$ cat src/rtl/servo_status_packet_parser_unit_macros.svh
`ifndef SERVO_STATUS_PACKET_PARSER_UNIT_MACROS_SVH
`define SERVO_STATUS_PACKET_PARSER_UNIT_MACROS_SVH

// Assertions sampled on clk, switched off while rst_n is low.
// Same-cycle implication.
`define SSP_ASSERT_NOW(label, ante, cons, msg) \
    label: assert property (@(posedge clk) disable iff (!rst_n) (ante) |-> (cons)) \
        else $error(msg);

// Next-cycle implication.
`define SSP_ASSERT_NEXT(label, ante, cons, msg) \
    label: assert property (@(posedge clk) disable iff (!rst_n) (ante) |=> (cons)) \
        else $error(msg);

`endif

$ cat src/rtl/ssp_pkg.sv
package ssp_pkg;

    localparam int KEPT_PARAMS = 8;
    localparam int IDX_W       = $clog2(KEPT_PARAMS);
    localparam int QUEUE_DEPTH = 4;
    localparam int QPTR_W      = $clog2(QUEUE_DEPTH);
    localparam int QCNT_W      = $clog2(QUEUE_DEPTH + 1);

    localparam logic [7:0] START_BYTE        = 8'hFF;
    localparam logic [7:0] EXPECTED_ID_RESET = 8'h01;
    localparam logic [7:0] MIN_LENGTH        = 8'd2;

    typedef enum logic [1:0] {
        STATUS_OK          = 2'd0,
        STATUS_CSUM_BAD    = 2'd1,
        STATUS_ID_MISMATCH = 2'd2,
        STATUS_SHORT_LEN   = 2'd3
    } status_t;

    typedef enum logic [1:0] {
        CMD_CLEAR  = 2'd0,
        CMD_PARAM  = 2'd1,
        CMD_REPORT = 2'd2
    } cmd_op_t;

    // One unit of work from the parser to the executing side.
    typedef struct packed {
        cmd_op_t          op;
        logic [IDX_W-1:0] idx;
        logic [7:0]       data;
        status_t          status;
    } cmd_t;

    // Occupancy of the command queue.
    typedef struct packed {
        logic              full;
        logic              empty;
        logic [QCNT_W-1:0] count;
    } qstat_t;

endpackage

$ cat src/rtl/ssp_interfaces.sv
interface ssp_rx_if;
    logic       valid;
    logic       ready;
    logic [7:0] rx_byte;

    modport source (output valid, output rx_byte, input ready);
    modport sink (input valid, input rx_byte, output ready);
endinterface

interface ssp_cfg_if;
    logic       valid;
    logic       ready;
    logic [7:0] expected_id;

    modport source (output valid, output expected_id, input ready);
    modport sink (input valid, input expected_id, output ready);
endinterface

interface ssp_result_if;
    logic        valid;
    logic        ready;
    logic [1:0]  status;
    logic [7:0]  servo_error_flags;
    logic [15:0] position;
    logic [15:0] speed;
    logic [8:0]  load;
    logic [7:0]  voltage;
    logic [7:0]  temperature;

    modport source (
        output valid, output status, output servo_error_flags, output position,
        output speed, output load, output voltage, output temperature,
        input ready
    );
    modport sink (
        input valid, input status, input servo_error_flags, input position,
        input speed, input load, input voltage, input temperature,
        output ready
    );
endinterface

$ cat src/rtl/ssp_front.sv
module ssp_front (
    input  logic             clk,
    input  logic             rst_n,
    ssp_rx_if.sink           rx,
    ssp_cfg_if.sink          cfg,
    input  ssp_pkg::qstat_t  qstat,
    output logic             push,
    output ssp_pkg::cmd_t    cmd
);

    typedef enum logic [2:0] {
        PH_HUNT1 = 3'd0,
        PH_HUNT2 = 3'd1,
        PH_ID    = 3'd2,
        PH_LEN   = 3'd3,
        PH_ERR   = 3'd4,
        PH_PARAM = 3'd5,
        PH_CSUM  = 3'd6
    } phase_t;

    phase_t     phase_reg, phase_next;
    logic [7:0] id_reg;
    logic [7:0] length_reg, length_next;
    logic [7:0] count_reg, count_next;
    logic [7:0] sum_reg, sum_next;
    logic [7:0] err_reg, err_next;
    logic [7:0] count_plus;
    logic [7:0] sum_plus;
    logic       accept;
    logic [7:0] b;

    assign cfg.ready  = 1'b1;
    // Every byte may produce a command, so a byte is only taken when the queue has room.
    assign rx.ready   = !qstat.full;
    assign accept     = rx.valid && rx.ready;
    assign b          = rx.rx_byte;
    assign count_plus = count_reg + 8'd1;
    assign sum_plus   = sum_reg + b;

    always_comb
    begin
        phase_next  = phase_reg;
        length_next = length_reg;
        count_next  = count_reg;
        sum_next    = sum_reg;
        err_next    = err_reg;
        push        = 1'b0;
        cmd.op      = ssp_pkg::CMD_CLEAR;
        cmd.idx     = count_reg[ssp_pkg::IDX_W-1:0];
        cmd.data    = b;
        cmd.status  = ssp_pkg::STATUS_OK;
        if (accept)
        begin
            unique case (phase_reg)
                PH_HUNT1:
                begin
                    if (b == ssp_pkg::START_BYTE)
                        phase_next = PH_HUNT2;
                end
                PH_HUNT2:
                begin
                    phase_next = (b == ssp_pkg::START_BYTE) ? PH_ID : PH_HUNT1;
                end
                PH_ID:
                begin
                    if (b != id_reg)
                    begin
                        phase_next = PH_HUNT1;
                        push       = 1'b1;
                        cmd.op     = ssp_pkg::CMD_REPORT;
                        cmd.data   = 8'd0;
                        cmd.status = ssp_pkg::STATUS_ID_MISMATCH;
                    end
                    else
                    begin
                        sum_next   = b;
                        phase_next = PH_LEN;
                    end
                end
                PH_LEN:
                begin
                    push = 1'b1;
                    if (b < ssp_pkg::MIN_LENGTH)
                    begin
                        phase_next = PH_HUNT1;
                        cmd.op     = ssp_pkg::CMD_REPORT;
                        cmd.data   = 8'd0;
                        cmd.status = ssp_pkg::STATUS_SHORT_LEN;
                    end
                    else
                    begin
                        length_next = b;
                        count_next  = 8'd0;
                        sum_next    = sum_plus;
                        phase_next  = PH_ERR;
                        cmd.op      = ssp_pkg::CMD_CLEAR;
                    end
                end
                PH_ERR:
                begin
                    err_next   = b;
                    sum_next   = sum_plus;
                    phase_next = (length_reg == ssp_pkg::MIN_LENGTH) ? PH_CSUM : PH_PARAM;
                end
                PH_PARAM:
                begin
                    // Every parameter enters the sum; only the leading ones are stored.
                    if (count_reg < 8'(ssp_pkg::KEPT_PARAMS))
                    begin
                        push   = 1'b1;
                        cmd.op = ssp_pkg::CMD_PARAM;
                    end
                    sum_next   = sum_plus;
                    count_next = count_plus;
                    if (count_plus >= (length_reg - ssp_pkg::MIN_LENGTH))
                        phase_next = PH_CSUM;
                end
                PH_CSUM:
                begin
                    phase_next = PH_HUNT1;
                    push       = 1'b1;
                    cmd.op     = ssp_pkg::CMD_REPORT;
                    cmd.data   = err_reg;
                    cmd.status = (~sum_reg == b) ? ssp_pkg::STATUS_OK
                                                 : ssp_pkg::STATUS_CSUM_BAD;
                end
                default:
                begin
                    phase_next = PH_HUNT1;
                end
            endcase
        end
    end

    always_ff @(posedge clk or negedge rst_n)
    begin
        if (!rst_n)
        begin
            phase_reg  <= PH_HUNT1;
            id_reg     <= ssp_pkg::EXPECTED_ID_RESET;
            length_reg <= 8'd0;
            count_reg  <= 8'd0;
            sum_reg    <= 8'd0;
            err_reg    <= 8'd0;
        end
        else
        begin
            phase_reg  <= phase_next;
            length_reg <= length_next;
            count_reg  <= count_next;
            sum_reg    <= sum_next;
            err_reg    <= err_next;
            if (cfg.valid && cfg.ready)
                id_reg <= cfg.expected_id;
        end
    end

endmodule

$ cat src/rtl/ssp_queue.sv
module ssp_queue (
    input  logic             clk,
    input  logic             rst_n,
    input  logic             push,
    input  ssp_pkg::cmd_t    push_cmd,
    input  logic             pop,
    output ssp_pkg::cmd_t    head_cmd,
    output ssp_pkg::qstat_t  qstat
);

    ssp_pkg::cmd_t                entry_reg [ssp_pkg::QUEUE_DEPTH];
    logic [ssp_pkg::QPTR_W-1:0]   wr_ptr_reg, wr_ptr_next;
    logic [ssp_pkg::QPTR_W-1:0]   rd_ptr_reg, rd_ptr_next;
    logic [ssp_pkg::QCNT_W-1:0]   count_reg, count_next;

    localparam logic [ssp_pkg::QPTR_W-1:0] LAST_PTR = ssp_pkg::QPTR_W'(ssp_pkg::QUEUE_DEPTH - 1);

    assign head_cmd    = entry_reg[rd_ptr_reg];
    assign qstat.count = count_reg;
    assign qstat.empty = (count_reg == '0);
    assign qstat.full  = (count_reg == ssp_pkg::QCNT_W'(ssp_pkg::QUEUE_DEPTH));

    always_comb
    begin
        wr_ptr_next = wr_ptr_reg;
        rd_ptr_next = rd_ptr_reg;
        count_next  = count_reg;
        if (push)
            wr_ptr_next = (wr_ptr_reg == LAST_PTR) ? '0 : wr_ptr_reg + 1'b1;
        if (pop)
            rd_ptr_next = (rd_ptr_reg == LAST_PTR) ? '0 : rd_ptr_reg + 1'b1;
        if (push && !pop)
            count_next = count_reg + 1'b1;
        else if (pop && !push)
            count_next = count_reg - 1'b1;
    end

    always_ff @(posedge clk or negedge rst_n)
    begin
        if (!rst_n)
        begin
            wr_ptr_reg <= '0;
            rd_ptr_reg <= '0;
            count_reg  <= '0;
        end
        else
        begin
            wr_ptr_reg <= wr_ptr_next;
            rd_ptr_reg <= rd_ptr_next;
            count_reg  <= count_next;
        end
    end

    always_ff @(posedge clk)
    begin
        if (push)
            entry_reg[wr_ptr_reg] <= push_cmd;
    end

endmodule

$ cat src/rtl/ssp_back.sv
module ssp_back (
    input  logic             clk,
    input  logic             rst_n,
    input  ssp_pkg::qstat_t  qstat,
    input  ssp_pkg::cmd_t    head_cmd,
    output logic             pop,
    ssp_result_if.source     result
);

    logic [7:0]  store_reg [ssp_pkg::KEPT_PARAMS];
    logic        out_valid_reg;
    logic [1:0]  status_reg;
    logic [7:0]  flags_reg;
    logic [15:0] position_reg;
    logic [15:0] speed_reg;
    logic [8:0]  load_reg;
    logic [7:0]  voltage_reg;
    logic [7:0]  temperature_reg;

    // The held values only change when a new report enters the output slot,
    // so they serve directly as the result payload.
    assign result.valid             = out_valid_reg;
    assign result.status            = status_reg;
    assign result.servo_error_flags = flags_reg;
    assign result.position          = position_reg;
    assign result.speed             = speed_reg;
    assign result.load              = load_reg;
    assign result.voltage           = voltage_reg;
    assign result.temperature       = temperature_reg;

    assign pop = !qstat.empty && (!out_valid_reg || result.ready);

    always_ff @(posedge clk or negedge rst_n)
    begin
        if (!rst_n)
        begin
            out_valid_reg   <= 1'b0;
            position_reg    <= 16'd0;
            speed_reg       <= 16'd0;
            load_reg        <= 9'd0;
            voltage_reg     <= 8'd0;
            temperature_reg <= 8'd0;
            for (int i = 0; i < ssp_pkg::KEPT_PARAMS; i++)
                store_reg[i] <= 8'd0;
        end
        else
        begin
            if (result.ready)
                out_valid_reg <= 1'b0;
            if (pop)
            begin
                unique case (head_cmd.op)
                    ssp_pkg::CMD_CLEAR:
                    begin
                        for (int i = 0; i < ssp_pkg::KEPT_PARAMS; i++)
                            store_reg[i] <= 8'd0;
                    end
                    ssp_pkg::CMD_PARAM:
                    begin
                        store_reg[head_cmd.idx] <= head_cmd.data;
                    end
                    ssp_pkg::CMD_REPORT:
                    begin
                        out_valid_reg <= 1'b1;
                        if (head_cmd.status == ssp_pkg::STATUS_OK)
                        begin
                            position_reg    <= {store_reg[1], store_reg[0]};
                            speed_reg       <= {store_reg[3], store_reg[2]};
                            load_reg        <= {store_reg[5][0], store_reg[4]};
                            voltage_reg     <= store_reg[6];
                            temperature_reg <= store_reg[7];
                        end
                    end
                    default:
                    begin
                    end
                endcase
            end
        end
    end

    always_ff @(posedge clk)
    begin
        if (pop && head_cmd.op == ssp_pkg::CMD_REPORT)
        begin
            status_reg <= head_cmd.status;
            flags_reg  <= head_cmd.data;
        end
    end

endmodule

$ cat src/rtl/servo_status_packet_parser_unit.sv
// Servo status packet parser. Bytes from the servo line enter on rx, one per
// transfer, and one byte can be taken in every clock cycle while the queue
// has room. The front end hunts for the two 0xFF start bytes, checks the ID
// against expected_id (written on cfg, reset value 1), the length byte and
// the inverted-sum checksum, and passes store, clear and report commands
// through a four-entry queue to the back end, which holds the first eight
// parameters and the decoded position, speed, load, voltage and temperature.
// A result transfer is made for every checksum byte and for every rejected
// ID or length byte; it is registered in the queue and then in the output
// slot. A stalled result stops the back end only; the front keeps taking
// bytes until the queue is full. Write cfg only while the block is idle.
`include "servo_status_packet_parser_unit_macros.svh"

module servo_status_packet_parser_unit (
    input  logic          clk,
    input  logic          rst_n,
    ssp_rx_if.sink        rx,
    ssp_cfg_if.sink       cfg,
    ssp_result_if.source  result
);

    logic             push;
    logic             pop;
    ssp_pkg::cmd_t    push_cmd;
    ssp_pkg::cmd_t    head_cmd;
    ssp_pkg::qstat_t  qstat;

    ssp_front u_front (
        .clk   (clk),
        .rst_n (rst_n),
        .rx    (rx),
        .cfg   (cfg),
        .qstat (qstat),
        .push  (push),
        .cmd   (push_cmd)
    );

    ssp_queue u_queue (
        .clk      (clk),
        .rst_n    (rst_n),
        .push     (push),
        .push_cmd (push_cmd),
        .pop      (pop),
        .head_cmd (head_cmd),
        .qstat    (qstat)
    );

    ssp_back u_back (
        .clk      (clk),
        .rst_n    (rst_n),
        .qstat    (qstat),
        .head_cmd (head_cmd),
        .pop      (pop),
        .result   (result)
    );

    `SSP_ASSERT_NOW(a_push_has_room, push, !qstat.full, "command pushed into a full queue")
    `SSP_ASSERT_NOW(a_pop_not_empty, pop, !qstat.empty, "command popped from an empty queue")
    `SSP_ASSERT_NEXT(a_report_fills_slot, pop && head_cmd.op == ssp_pkg::CMD_REPORT, result.valid, "report did not reach the output")
    `SSP_ASSERT_NEXT(a_idle_queue_keeps, qstat.empty && !push, qstat.empty, "queue filled without a push")

endmodule
$ cat src/flat_wrapper.sv
// flat-port wrapper written by rule: the top's interface ports become plain ports
module servo_status_packet_parser_unit_flat 
  (clk, rst_n, rx_valid, rx_rx_byte, rx_ready, cfg_valid, cfg_expected_id, cfg_ready, result_valid, result_status, result_servo_error_flags, result_position, result_speed, result_load, result_voltage, result_temperature, result_ready);
  ssp_rx_if rx_i ();
  ssp_cfg_if cfg_i ();
  ssp_result_if result_i ();
  input  logic clk;
  input  logic rst_n;
  input wire logic [$bits(rx_i.valid)-1:0] rx_valid;
  input wire logic [$bits(rx_i.rx_byte)-1:0] rx_rx_byte;
  output wire logic [$bits(rx_i.ready)-1:0] rx_ready;
  input wire logic [$bits(cfg_i.valid)-1:0] cfg_valid;
  input wire logic [$bits(cfg_i.expected_id)-1:0] cfg_expected_id;
  output wire logic [$bits(cfg_i.ready)-1:0] cfg_ready;
  output wire logic [$bits(result_i.valid)-1:0] result_valid;
  output wire logic [$bits(result_i.status)-1:0] result_status;
  output wire logic [$bits(result_i.servo_error_flags)-1:0] result_servo_error_flags;
  output wire logic [$bits(result_i.position)-1:0] result_position;
  output wire logic [$bits(result_i.speed)-1:0] result_speed;
  output wire logic [$bits(result_i.load)-1:0] result_load;
  output wire logic [$bits(result_i.voltage)-1:0] result_voltage;
  output wire logic [$bits(result_i.temperature)-1:0] result_temperature;
  input wire logic [$bits(result_i.ready)-1:0] result_ready;
  assign rx_i.valid = rx_valid;
  assign rx_i.rx_byte = rx_rx_byte;
  assign rx_ready = rx_i.ready;
  assign cfg_i.valid = cfg_valid;
  assign cfg_i.expected_id = cfg_expected_id;
  assign cfg_ready = cfg_i.ready;
  assign result_valid = result_i.valid;
  assign result_status = result_i.status;
  assign result_servo_error_flags = result_i.servo_error_flags;
  assign result_position = result_i.position;
  assign result_speed = result_i.speed;
  assign result_load = result_i.load;
  assign result_voltage = result_i.voltage;
  assign result_temperature = result_i.temperature;
  assign result_i.ready = result_ready;
  servo_status_packet_parser_unit u_core (.clk(clk), .rst_n(rst_n), .rx(rx_i), .cfg(cfg_i), .result(result_i));
endmodule
$ cat config.mk
export PLATFORM = sky130hd
export DESIGN_NAME = servo_status_packet_parser_unit_flat
export DESIGN_NICKNAME = d
export VERILOG_FILES = /design/src/rtl/ssp_pkg.sv /design/src/rtl/ssp_interfaces.sv /design/src/rtl/ssp_front.sv /design/src/rtl/ssp_queue.sv /design/src/rtl/ssp_back.sv /design/src/rtl/servo_status_packet_parser_unit.sv /design/src/flat_wrapper.sv
export VERILOG_INCLUDE_DIRS = /design/src /design/src/rtl
export SDC_FILE = /design/constraint.sdc
export NUM_CORES = 1
export LEC_CHECK = 0
export ABC_AREA = 1
export ABC_CLOCK_PERIOD_IN_PS = 2200
export BUFFER_PORTS_ARGS = -buffer_cell sky130_fd_sc_hd__buf_4
export CAP_MARGIN = 20
export CORE_ASPECT_RATIO = 2
export CORE_UTILIZATION = 28
export CTS_CLUSTER_SIZE = 14
export DETAILED_ROUTE_END_ITERATION = 10
export SYNTH_ARGS = -nofsm -noshare
export SYNTH_HDL_FRONTEND = slang
export SYNTH_SLANG_ARGS = --single-unit
export TNS_END_PERCENT = 30
$ cat constraint.sdc
create_clock -name clk -period 2.2 [get_ports clk]
set_clock_uncertainty 0.15 [all_clocks]
set_input_delay 0.22 -clock clk [delete_from_list [all_inputs] [get_ports clk]]
set_output_delay 0.22 -clock clk [all_outputs]
set_load 0.02 [all_outputs]
==> metrics.txt, run 1 <==
# TYPE chip_impl_metric gauge
chip_impl_metric{name="drt.antenna.violating_nets",unit=""} 0
chip_impl_metric{name="worst_slack",unit="ns"} -0.1090
chip_impl_info{name="synth_area_leader_cell",value="dfrtp_1"} 1
chip_impl_metric{name="rows",unit=""} 99
chip_impl_metric{name="drc_errors",unit=""} 10
chip_impl_metric{name="clkTransAtPathRegs",unit="ns"} 0.06
chip_impl_metric{name="largest_register_ffs",unit=""} 60
chip_impl_metric{name="synth-edff-count",unit=""} 70
chip_impl_metric{name="fin_crit",unit="ns"} 2.309
chip_impl_metric{name="count_of_nets_after_finishing",unit=""} 1419
chip_impl_metric{name="core_region_area",unit="um2"} 36670
chip_impl_metric{name="syn_area",unit="um2"} 10460
chip_impl_metric{name="die-area",unit="um2"} 38180
chip_impl_metric{name="grt.total_usage",unit="%"} 14.07
chip_impl_metric{name="top_level_ports",unit=""} 91
chip_impl_metric{name="min_period_over_period",unit="%"} 105.0
chip_impl_info{name="critical_path.endpoint",value="u_core.u_queue.count_reg[2]"} 1
chip_impl_metric{name="synth-seq-cells",unit=""} 235
chip_impl_metric{name="routed_wire_length_per_instance",unit="um"} 14.39
chip_impl_metric{name="drive_gt1_share",unit="%"} 22.86
chip_impl_metric{name="clk-insertion-delay-late",unit="ns"} 0.53
chip_impl_metric{name="globalplace.congestion",unit=""} 0.8200
chip_impl_metric{name="synth_fp_nets",unit=""} 1187
chip_impl_metric{name="port_buffers",unit=""} 89
chip_impl_metric{name="clock_tree.buffer_depth",unit=""} 3
chip_impl_metric{name="via_count",unit=""} 8200
chip_impl_metric{name="cts.sinks",unit=""} 235
chip_impl_metric{name="die_height",unit="um"} 275.3
chip_impl_metric{name="first_pass_iters",unit=""} 8
chip_impl_metric{name="htreeDepth",unit=""} 1
chip_impl_metric{name="first_pass_grt_wire_length",unit="um"} 42640
chip_impl_info{name="dominant_combinational_cell_family_by_area_after_synthesis",value="simple AND/OR/NAND/NOR gates"} 1
chip_impl_metric{name="post-synth-top-area-fraction",unit="%"} 39.24
chip_impl_metric{name="timing.reg2reg.worst_path_depth",unit=""} 14
chip_impl_metric{name="synth_fa_ha_area_share",unit="%"} 3.134
chip_impl_metric{name="tritoncts.num_buffers",unit=""} 24
chip_impl_info{name="violations_in_the_final_reports",value="DRC, setup timing"} 1
chip_impl_info{name="worstSetupEndpointType",value="register"} 1
chip_impl_metric{name="timing_max_transition_violations_final",unit=""} 0
chip_impl_metric{name="max-slew-margin-rel",unit="%"} 65.52
chip_impl_metric{name="timing.critical_path.fanout_max",unit=""} 2
chip_impl_info{name="synth_most_common_cell",value="nand2_1"} 1
chip_impl_metric{name="p_leak",unit="uW"} 0.006875
chip_impl_metric{name="muxShareOfSynthArea",unit="%"} 0.5383
chip_impl_metric{name="synth_async_sr_flop_share",unit="%"} 70.21
chip_impl_info{name="grt_setup_unrepaired",value="yes"} 1
chip_impl_info{name="critical_path_class",value="reg2reg"} 1
chip_impl_metric{name="syn_to_final_growth",unit="%"} 32.80
chip_impl_metric{name="floorplan.initialDensity",unit="%"} 28.53
chip_impl_metric{name="synth_simple_gate_area_share",unit="%"} 24.01
chip_impl_info{name="crit-reg2reg-capture",value="u_core.u_queue.count_reg[2]"} 1
chip_impl_metric{name="vias_per_cell",unit=""} 4.444
chip_impl_metric{name="vdd_ir_drop_max",unit="uV"} 707.3
chip_impl_info{name="commonest_cells_in_the_netlist",value="nand2_1, dfrtp_1, inv_1, edfxtp_1, o21ai_0"} 1
chip_impl_metric{name="grt_pass1_vias",unit=""} 8372
chip_impl_metric{name="layout.filler_cells",unit=""} 3684
chip_impl_info{name="reg2reg_from",value="u_core.u_front.id_reg[0]"} 1
chip_impl_metric{name="detailedRoute.firstIterationViolations",unit=""} 390
chip_impl_info{name="ys_dominant_reg_cell",value="dfrtp_1"} 1
chip_impl_info{name="worstHoldPathType",value="in2async"} 1
chip_impl_info{name="cp-start-kind",value="register"} 1
chip_impl_metric{name="maxCapViolCount",unit=""} 0
chip_impl_metric{name="timing.critical_path.arrival",unit="ns"} 2.56
chip_impl_metric{name="p_per_area",unit="nW/um2"} 1126
chip_impl_metric{name="maximum_number_of_pins_on_one_net_before_global_route_repair",unit=""} 58
chip_impl_metric{name="final-hold-violation-count",unit=""} 0
chip_impl_metric{name="grt_overflow_total",unit=""} 0
chip_impl_metric{name="post_layout_utilization_of_the_core",unit="%"} 37.88
chip_impl_metric{name="die_w",unit="um"} 138.7
chip_impl_metric{name="synth_xor_area_share",unit="%"} 1.842
chip_impl_metric{name="crit_required",unit="ns"} 2.45
chip_impl_metric{name="post_synthesis_sequential_area_ratio",unit="%"} 59.59
chip_impl_info{name="cts_tree",value="yes"} 1
chip_impl_info{name="run_status",value="finished, violations left"} 1
chip_impl_metric{name="place.detailed.hpwl",unit="um"} 19770
chip_impl_metric{name="synthesis.area_per_instance",unit="um2"} 9.166
chip_impl_metric{name="yosysWarnings",unit=""} 0
chip_impl_info{name="worstSetupStartpoint",value="u_core.u_front.id_reg[0]"} 1
chip_impl_metric{name="fraction_of_the_mapped_netlist_area_in_compound_gates",unit="%"} 5.958
chip_impl_info{name="synth.area.top_cells",value="dfrtp_1, edfxtp_1, nand2_1"} 1
chip_impl_metric{name="finalPower",unit="uW"} 15630
chip_impl_metric{name="synth_cells",unit=""} 1141
chip_impl_metric{name="max_clock_freq",unit="MHz"} 433.1
chip_impl_metric{name="insertedDiodeCount",unit=""} 0
chip_impl_metric{name="netlist-cell-type-count",unit=""} 35
chip_impl_metric{name="timing_worst_slew_pin_value",unit="ns"} 0.5172
chip_impl_info{name="root_buffer_master",value="clkbuf_16"} 1
chip_impl_metric{name="r2r_slack",unit="ns"} -0.11
chip_impl_metric{name="antenna_found_initial",unit=""} 0
chip_impl_metric{name="final-setup-viol-count",unit=""} 23
chip_impl_metric{name="drt-total-wl",unit="um"} 26550
## worst min path at each step
stage	start	endpoint	slack (ns)	cells after the start
floorplan	rst_n	u_core.u_back.result.load[0]	-0.23	0
global route	rst_n	u_core.u_queue.count_reg[0]	0.10	2
global placement	rst_n	u_core.u_back.store_reg[25]	0.07	1
finish	rst_n	u_core.u_queue.count_reg[1]	0.06	2
CTS	rst_n	u_core.u_queue.count_reg[1]	0.07	2
detailed placement	rst_n	u_core.u_queue.count_reg[1]	0.06	1
## report_power, final
part           leakage, uW  internal (uW)  switching [uW]
sequential         0.00290           5360             515
combinational      0.00360           2310            3310
clock             0.000372           2390            1750
## per-stage QoR
stage / area [um2] / TNS, ns / cells / hold slack (ns) / setup WS [ns]
after global placement: 12650 / -0.3919 / 1768 / 0.06515 / -0.1358
after global routing: 13890 / -3.923 / 1845 / 0.1031 / -0.2663
after CTS: 13770 / -0.3404 / 1842 / 0.07426 / -0.1006
after detailed placement: 12650 / -0.7100 / 1768 / 0.05798 / -0.1968
after floorplan: 10510 / -1.245 / 1141 / -0.2256 / -0.05369
final: 13890 / -0.4645 / 1845 / 0.05998 / -0.1090
## area by class of cell
cell class                      count  area, um2  share of cell area [%]
Tap cell                          454      568.0                   4.090
Multi-Input combinational cell    792       3884                   27.96
Timing Repair Buffer              237       2093                   15.07
Clock inverter                     13      167.7                   1.207
Clock buffer                       31      626.9                   4.513
Sequential cell                   235       6233                   44.88
Inverter                           83      316.6                   2.279
## critical path, stage by stage (launching register included)
cell	delay (ns)
dfstp_2	0.54
xnor2_1	0.06
nand2_1	0.08
nor2_2	0.05
nand2_2	0.09
nand2_2	0.08
nand2_2	0.10
nand2_4	0.05
inv_2	0.06
ha_4	0.13
inv_4	0.03
fa_2	0.39
a21oi_2	0.13
o21ai_1	0.08
xor2_1	0.15
## cells by family after synthesis
logic type / Yosys count
AO/OA/AOI/OAI: 116
multiplexers: 5
buffers and inverters: 114
XOR/XNOR: 22
AND/OR/NAND/NOR: 623
other: 1
adder cells (fa/ha/maj): 25
flip-flops: 235
## per-layer routing
layer	GRT usage (%)	vias up	wire length (um)
met5	0	-	0
met4	6.550	0	969
met3	1.613	53	817
met2	29.41	172	15490
met1	13.40	3866	9271
li1	-	4109	-
## cell usage in the layout (no fill, tap or decap), types with 10 or more instances in the layout
master         instances
inv_1                 73
clkbuf_16             24
dfrtp_1              163
nor2_2                16
xnor2_1               13
nand2_1              482
buf_12                19
a21oi_1               12
o22ai_1               10
edfxtp_1              70
nand2_2               11
o21ai_0               66
o21ai_1               19
ha_1                  19
nor2_1                42
buf_4                188
dlygate4sd3_1         29
nand3_1               42
## repair_timing
action / CTS / global route
hold endpoints to repair: 189 / 0
cloned: 0 / 0
pin swaps: 9 / 16
setup buffers: 1 / 3
endpoints found under the setup margin: 5 / 111
hold buffers: 29 / 0
resized for setup: 10 / 23
(Power assumes the default switching activity.)
==> run 2, diff against run 1 <==
--- a/config.mk
+++ b/config.mk
@@ -14,6 +14,7 @@
 export CORE_UTILIZATION = 28
 export CTS_CLUSTER_SIZE = 14
 export DETAILED_ROUTE_END_ITERATION = 10
+export SKIP_CTS_REPAIR_TIMING = 1
 export SYNTH_ARGS = -nofsm -noshare
 export SYNTH_HDL_FRONTEND = slang
 export SYNTH_SLANG_ARGS = --single-unit
==> run 2 against run 1 <==
- the flow finishes with violations (DRC, hold timing, setup timing)
- first-iteration DRC count down 1.8%
- setup slack worse by 0.0087 ns
- clock-buffer cell count did not move
- highest routed layer unchanged
==> metrics.txt, run 2 (synthesized netlist as in run 1, its figures left out) <==
# TYPE chip_impl_metric gauge
chip_impl_metric{name="first_pass_grt_wire_length",unit="um"} 41920
chip_impl_metric{name="tritoncts.num_buffers",unit=""} 24
chip_impl_metric{name="worst_hold_path.num_cells",unit=""} 4
chip_impl_metric{name="p_per_area",unit="nW/um2"} 1130
chip_impl_metric{name="clkPwrFrac",unit="%"} 26.5
chip_impl_metric{name="largest_register_ffs",unit=""} 60
chip_impl_metric{name="layoutNonFillerInstCount",unit=""} 1839
chip_impl_metric{name="first_pass_iters",unit=""} 7
chip_impl_metric{name="timing.reg2reg.worst_path_depth",unit=""} 13
chip_impl_info{name="run_status",value="finished, violations left"} 1
chip_impl_metric{name="clk-insertion-delay-late",unit="ns"} 0.54
chip_impl_metric{name="finalPower",unit="uW"} 15620
chip_impl_metric{name="top_level_ports",unit=""} 91
chip_impl_metric{name="r2r_slack",unit="ns"} -0.12
chip_impl_metric{name="insertedDiodeCount",unit=""} 0
chip_impl_metric{name="grt_pass1_vias",unit=""} 8212
chip_impl_info{name="worstHoldPathType",value="in2reg"} 1
chip_impl_metric{name="die-area",unit="um2"} 38180
chip_impl_info{name="critical_path_class",value="reg2reg"} 1
chip_impl_metric{name="final-setup-viol-count",unit=""} 5
chip_impl_info{name="layout.cells.most_common",value="nand2_1"} 1
chip_impl_metric{name="vdd_ir_drop_max",unit="uV"} 705.5
chip_impl_metric{name="grt_overflow_total",unit=""} 0
chip_impl_metric{name="min_period_over_period",unit="%"} 105.3
chip_impl_metric{name="fin_crit",unit="ns"} 2.318
chip_impl_metric{name="dpl-instance-area",unit="um2"} 12650
chip_impl_metric{name="clkTransAtPathRegs",unit="ns"} 0.06
chip_impl_metric{name="antenna_found_initial",unit=""} 0
chip_impl_metric{name="detailedRoute.firstIterationViolations",unit=""} 383
chip_impl_metric{name="final.hold.worst_slack",unit="ns"} -0.002175
chip_impl_metric{name="drive_gt1_share",unit="%"} 22.82
chip_impl_metric{name="place.detailed.instances",unit=""} 1768
chip_impl_metric{name="timing_max_transition_violations_final",unit=""} 0
chip_impl_metric{name="clock_tree.buffer_depth",unit=""} 3
chip_impl_metric{name="globalplace.congestion",unit=""} 0.8200
chip_impl_metric{name="grt.met3_usage",unit="%"} 1.596
chip_impl_metric{name="power.share.combinational",unit="%"} 35.9
chip_impl_metric{name="floorplan.initialDensity",unit="%"} 28.53
chip_impl_metric{name="max_clock_freq",unit="MHz"} 431.5
chip_impl_metric{name="rows",unit=""} 99
chip_impl_metric{name="grt.met2_usage",unit="%"} 29.17
chip_impl_metric{name="grt.total_usage",unit="%"} 13.86
chip_impl_metric{name="timing.critical_path.arrival",unit="ns"} 2.58
chip_impl_info{name="grt-busiest-layer",value="met2"} 1
chip_impl_info{name="root_buffer_master",value="clkbuf_16"} 1
chip_impl_info{name="worst_hold_startpoint",value="rx_rx_byte[1]"} 1
chip_impl_metric{name="via_count",unit=""} 8155
chip_impl_metric{name="worst_slack",unit="ns"} -0.1176
chip_impl_metric{name="die_w",unit="um"} 138.7
chip_impl_info{name="violations_in_the_final_reports",value="DRC, hold timing, setup timing"} 1
chip_impl_metric{name="p_sw_share",unit="%"} 35.66
chip_impl_metric{name="syn_to_final_growth",unit="%"} 32.18
chip_impl_metric{name="crit_required",unit="ns"} 2.46
chip_impl_metric{name="grt.met1_usage",unit="%"} 13.18
chip_impl_metric{name="maxCapViolCount",unit=""} 0
chip_impl_metric{name="final-hold-violation-count",unit=""} 1
chip_impl_metric{name="timing.critical_path.fanout_max",unit=""} 2
chip_impl_info{name="cts_tree",value="yes"} 1
chip_impl_metric{name="drt.antenna.violating_nets",unit=""} 0
chip_impl_metric{name="drc_errors",unit=""} 10
chip_impl_metric{name="count_of_nets_after_finishing",unit=""} 1413
chip_impl_metric{name="maximum_number_of_pins_on_one_net_before_global_route_repair",unit=""} 58
chip_impl_metric{name="htreeDepth",unit=""} 1
chip_impl_info{name="cp-start-kind",value="register"} 1
chip_impl_metric{name="timing_worst_slew_pin_value",unit="ns"} 0.5174
chip_impl_info{name="worstSetupEndpointType",value="register"} 1
chip_impl_metric{name="port_buffers",unit=""} 89
chip_impl_metric{name="routed_wire_length_per_instance",unit="um"} 14.41
chip_impl_metric{name="core_region_area",unit="um2"} 36670
chip_impl_metric{name="pwr-share-seq",unit="%"} 37.6
chip_impl_metric{name="max-slew-margin-rel",unit="%"} 65.51
chip_impl_metric{name="drt-total-wl",unit="um"} 26500
chip_impl_info{name="crit-reg2reg-capture",value="u_core.u_queue.count_reg[1]"} 1
chip_impl_metric{name="vias_per_cell",unit=""} 4.434
chip_impl_info{name="reg2reg_from",value="u_core.u_front.id_reg[0]"} 1
chip_impl_metric{name="internal_power",unit="uW"} 10050
chip_impl_info{name="grt_setup_unrepaired",value="yes"} 1
chip_impl_metric{name="p_leak",unit="uW"} 0.006849
chip_impl_info{name="whs_endpoint",value="u_core.u_front.length_reg[1]"} 1
chip_impl_metric{name="final_design_area_no_fill",unit="um2"} 13820
chip_impl_info{name="mostFrequentLayoutCells",value="nand2_1, buf_4, dfrtp_1"} 1
chip_impl_metric{name="cts.sinks",unit=""} 235
chip_impl_metric{name="post_layout_utilization_of_the_core",unit="%"} 37.70
chip_impl_metric{name="die_height",unit="um"} 275.3
chip_impl_metric{name="place.detailed.hpwl",unit="um"} 19770
chip_impl_metric{name="p_sw",unit="uW"} 5571
-- run 2: how the worst max path moves through the flow --
stage	startpoint	endpoint	slack (ns)
after global routing	u_core.u_front.count_reg[0]	u_core.u_front.phase_reg[0]	-0.27
after CTS	u_core.u_front.id_reg[0]	u_core.u_queue.count_reg[1]	-0.23
final	u_core.u_front.id_reg[0]	u_core.u_queue.count_reg[1]	-0.12
after detailed placement	u_core.u_front.id_reg[0]	u_core.u_queue.count_reg[1]	-0.20
after global placement	u_core.u_front.id_reg[3]	u_core.u_queue.count_reg[1]	-0.14
after floorplan	u_core.u_front.phase_reg[0]	u_core.u_queue.count_reg[1]	-0.05
-- run 2: metrics by stage --
step,worst slack [ns],setup TNS [ns]
final,-0.1176,-0.3214
after global routing,-0.2684,-1.270
after floorplan,-0.05369,-1.245
after CTS,-0.2258,-0.8032
after detailed placement,-0.1968,-0.7100
after global placement,-0.1358,-0.3919
-- run 2: cell type report --
cell class / count / area, um2
Fill cell: 3704 / 22840
Tap cell: 454 / 568.0
Multi-Input combinational cell: 792 / 3879
Clock buffer: 31 / 626.9
Clock inverter: 13 / 167.7
Sequential cell: 235 / 6233
Timing Repair Buffer: 231 / 2033
Inverter: 83 / 316.6
-- run 2: critical path: stages (launching register included) --
cell and delay [ns]:
dfstp_2 0.54, xnor2_1 0.11, nand2_1 0.08, nor2_2 0.14
nand2_2 0.10, nand2_2 0.09, nand2_2 0.08, nand2_4 0.07
inv_2 0.04, ha_4 0.15, inv_4 0.05, fa_2 0.42
nor2_2 0.12, a21oi_2 0.04
-- run 2: routing by layer --
layer | wire, um | vias up
met5 | 0 | -
met4 | 869 | 0
met3 | 823 | 46
met2 | 15510 | 168
met1 | 9290 | 3839
li1 | - | 4102
-- run 2: power by group through the flow --
stage	clock network (uW)	logic, uW	registers, uW
floorplan	0	2620	6200
global placement	0	5380	5930
detailed placement	0	5480	5950
CTS	4230	5500	5880
global route	4360	6180	5970
finish	4140	5610	5870
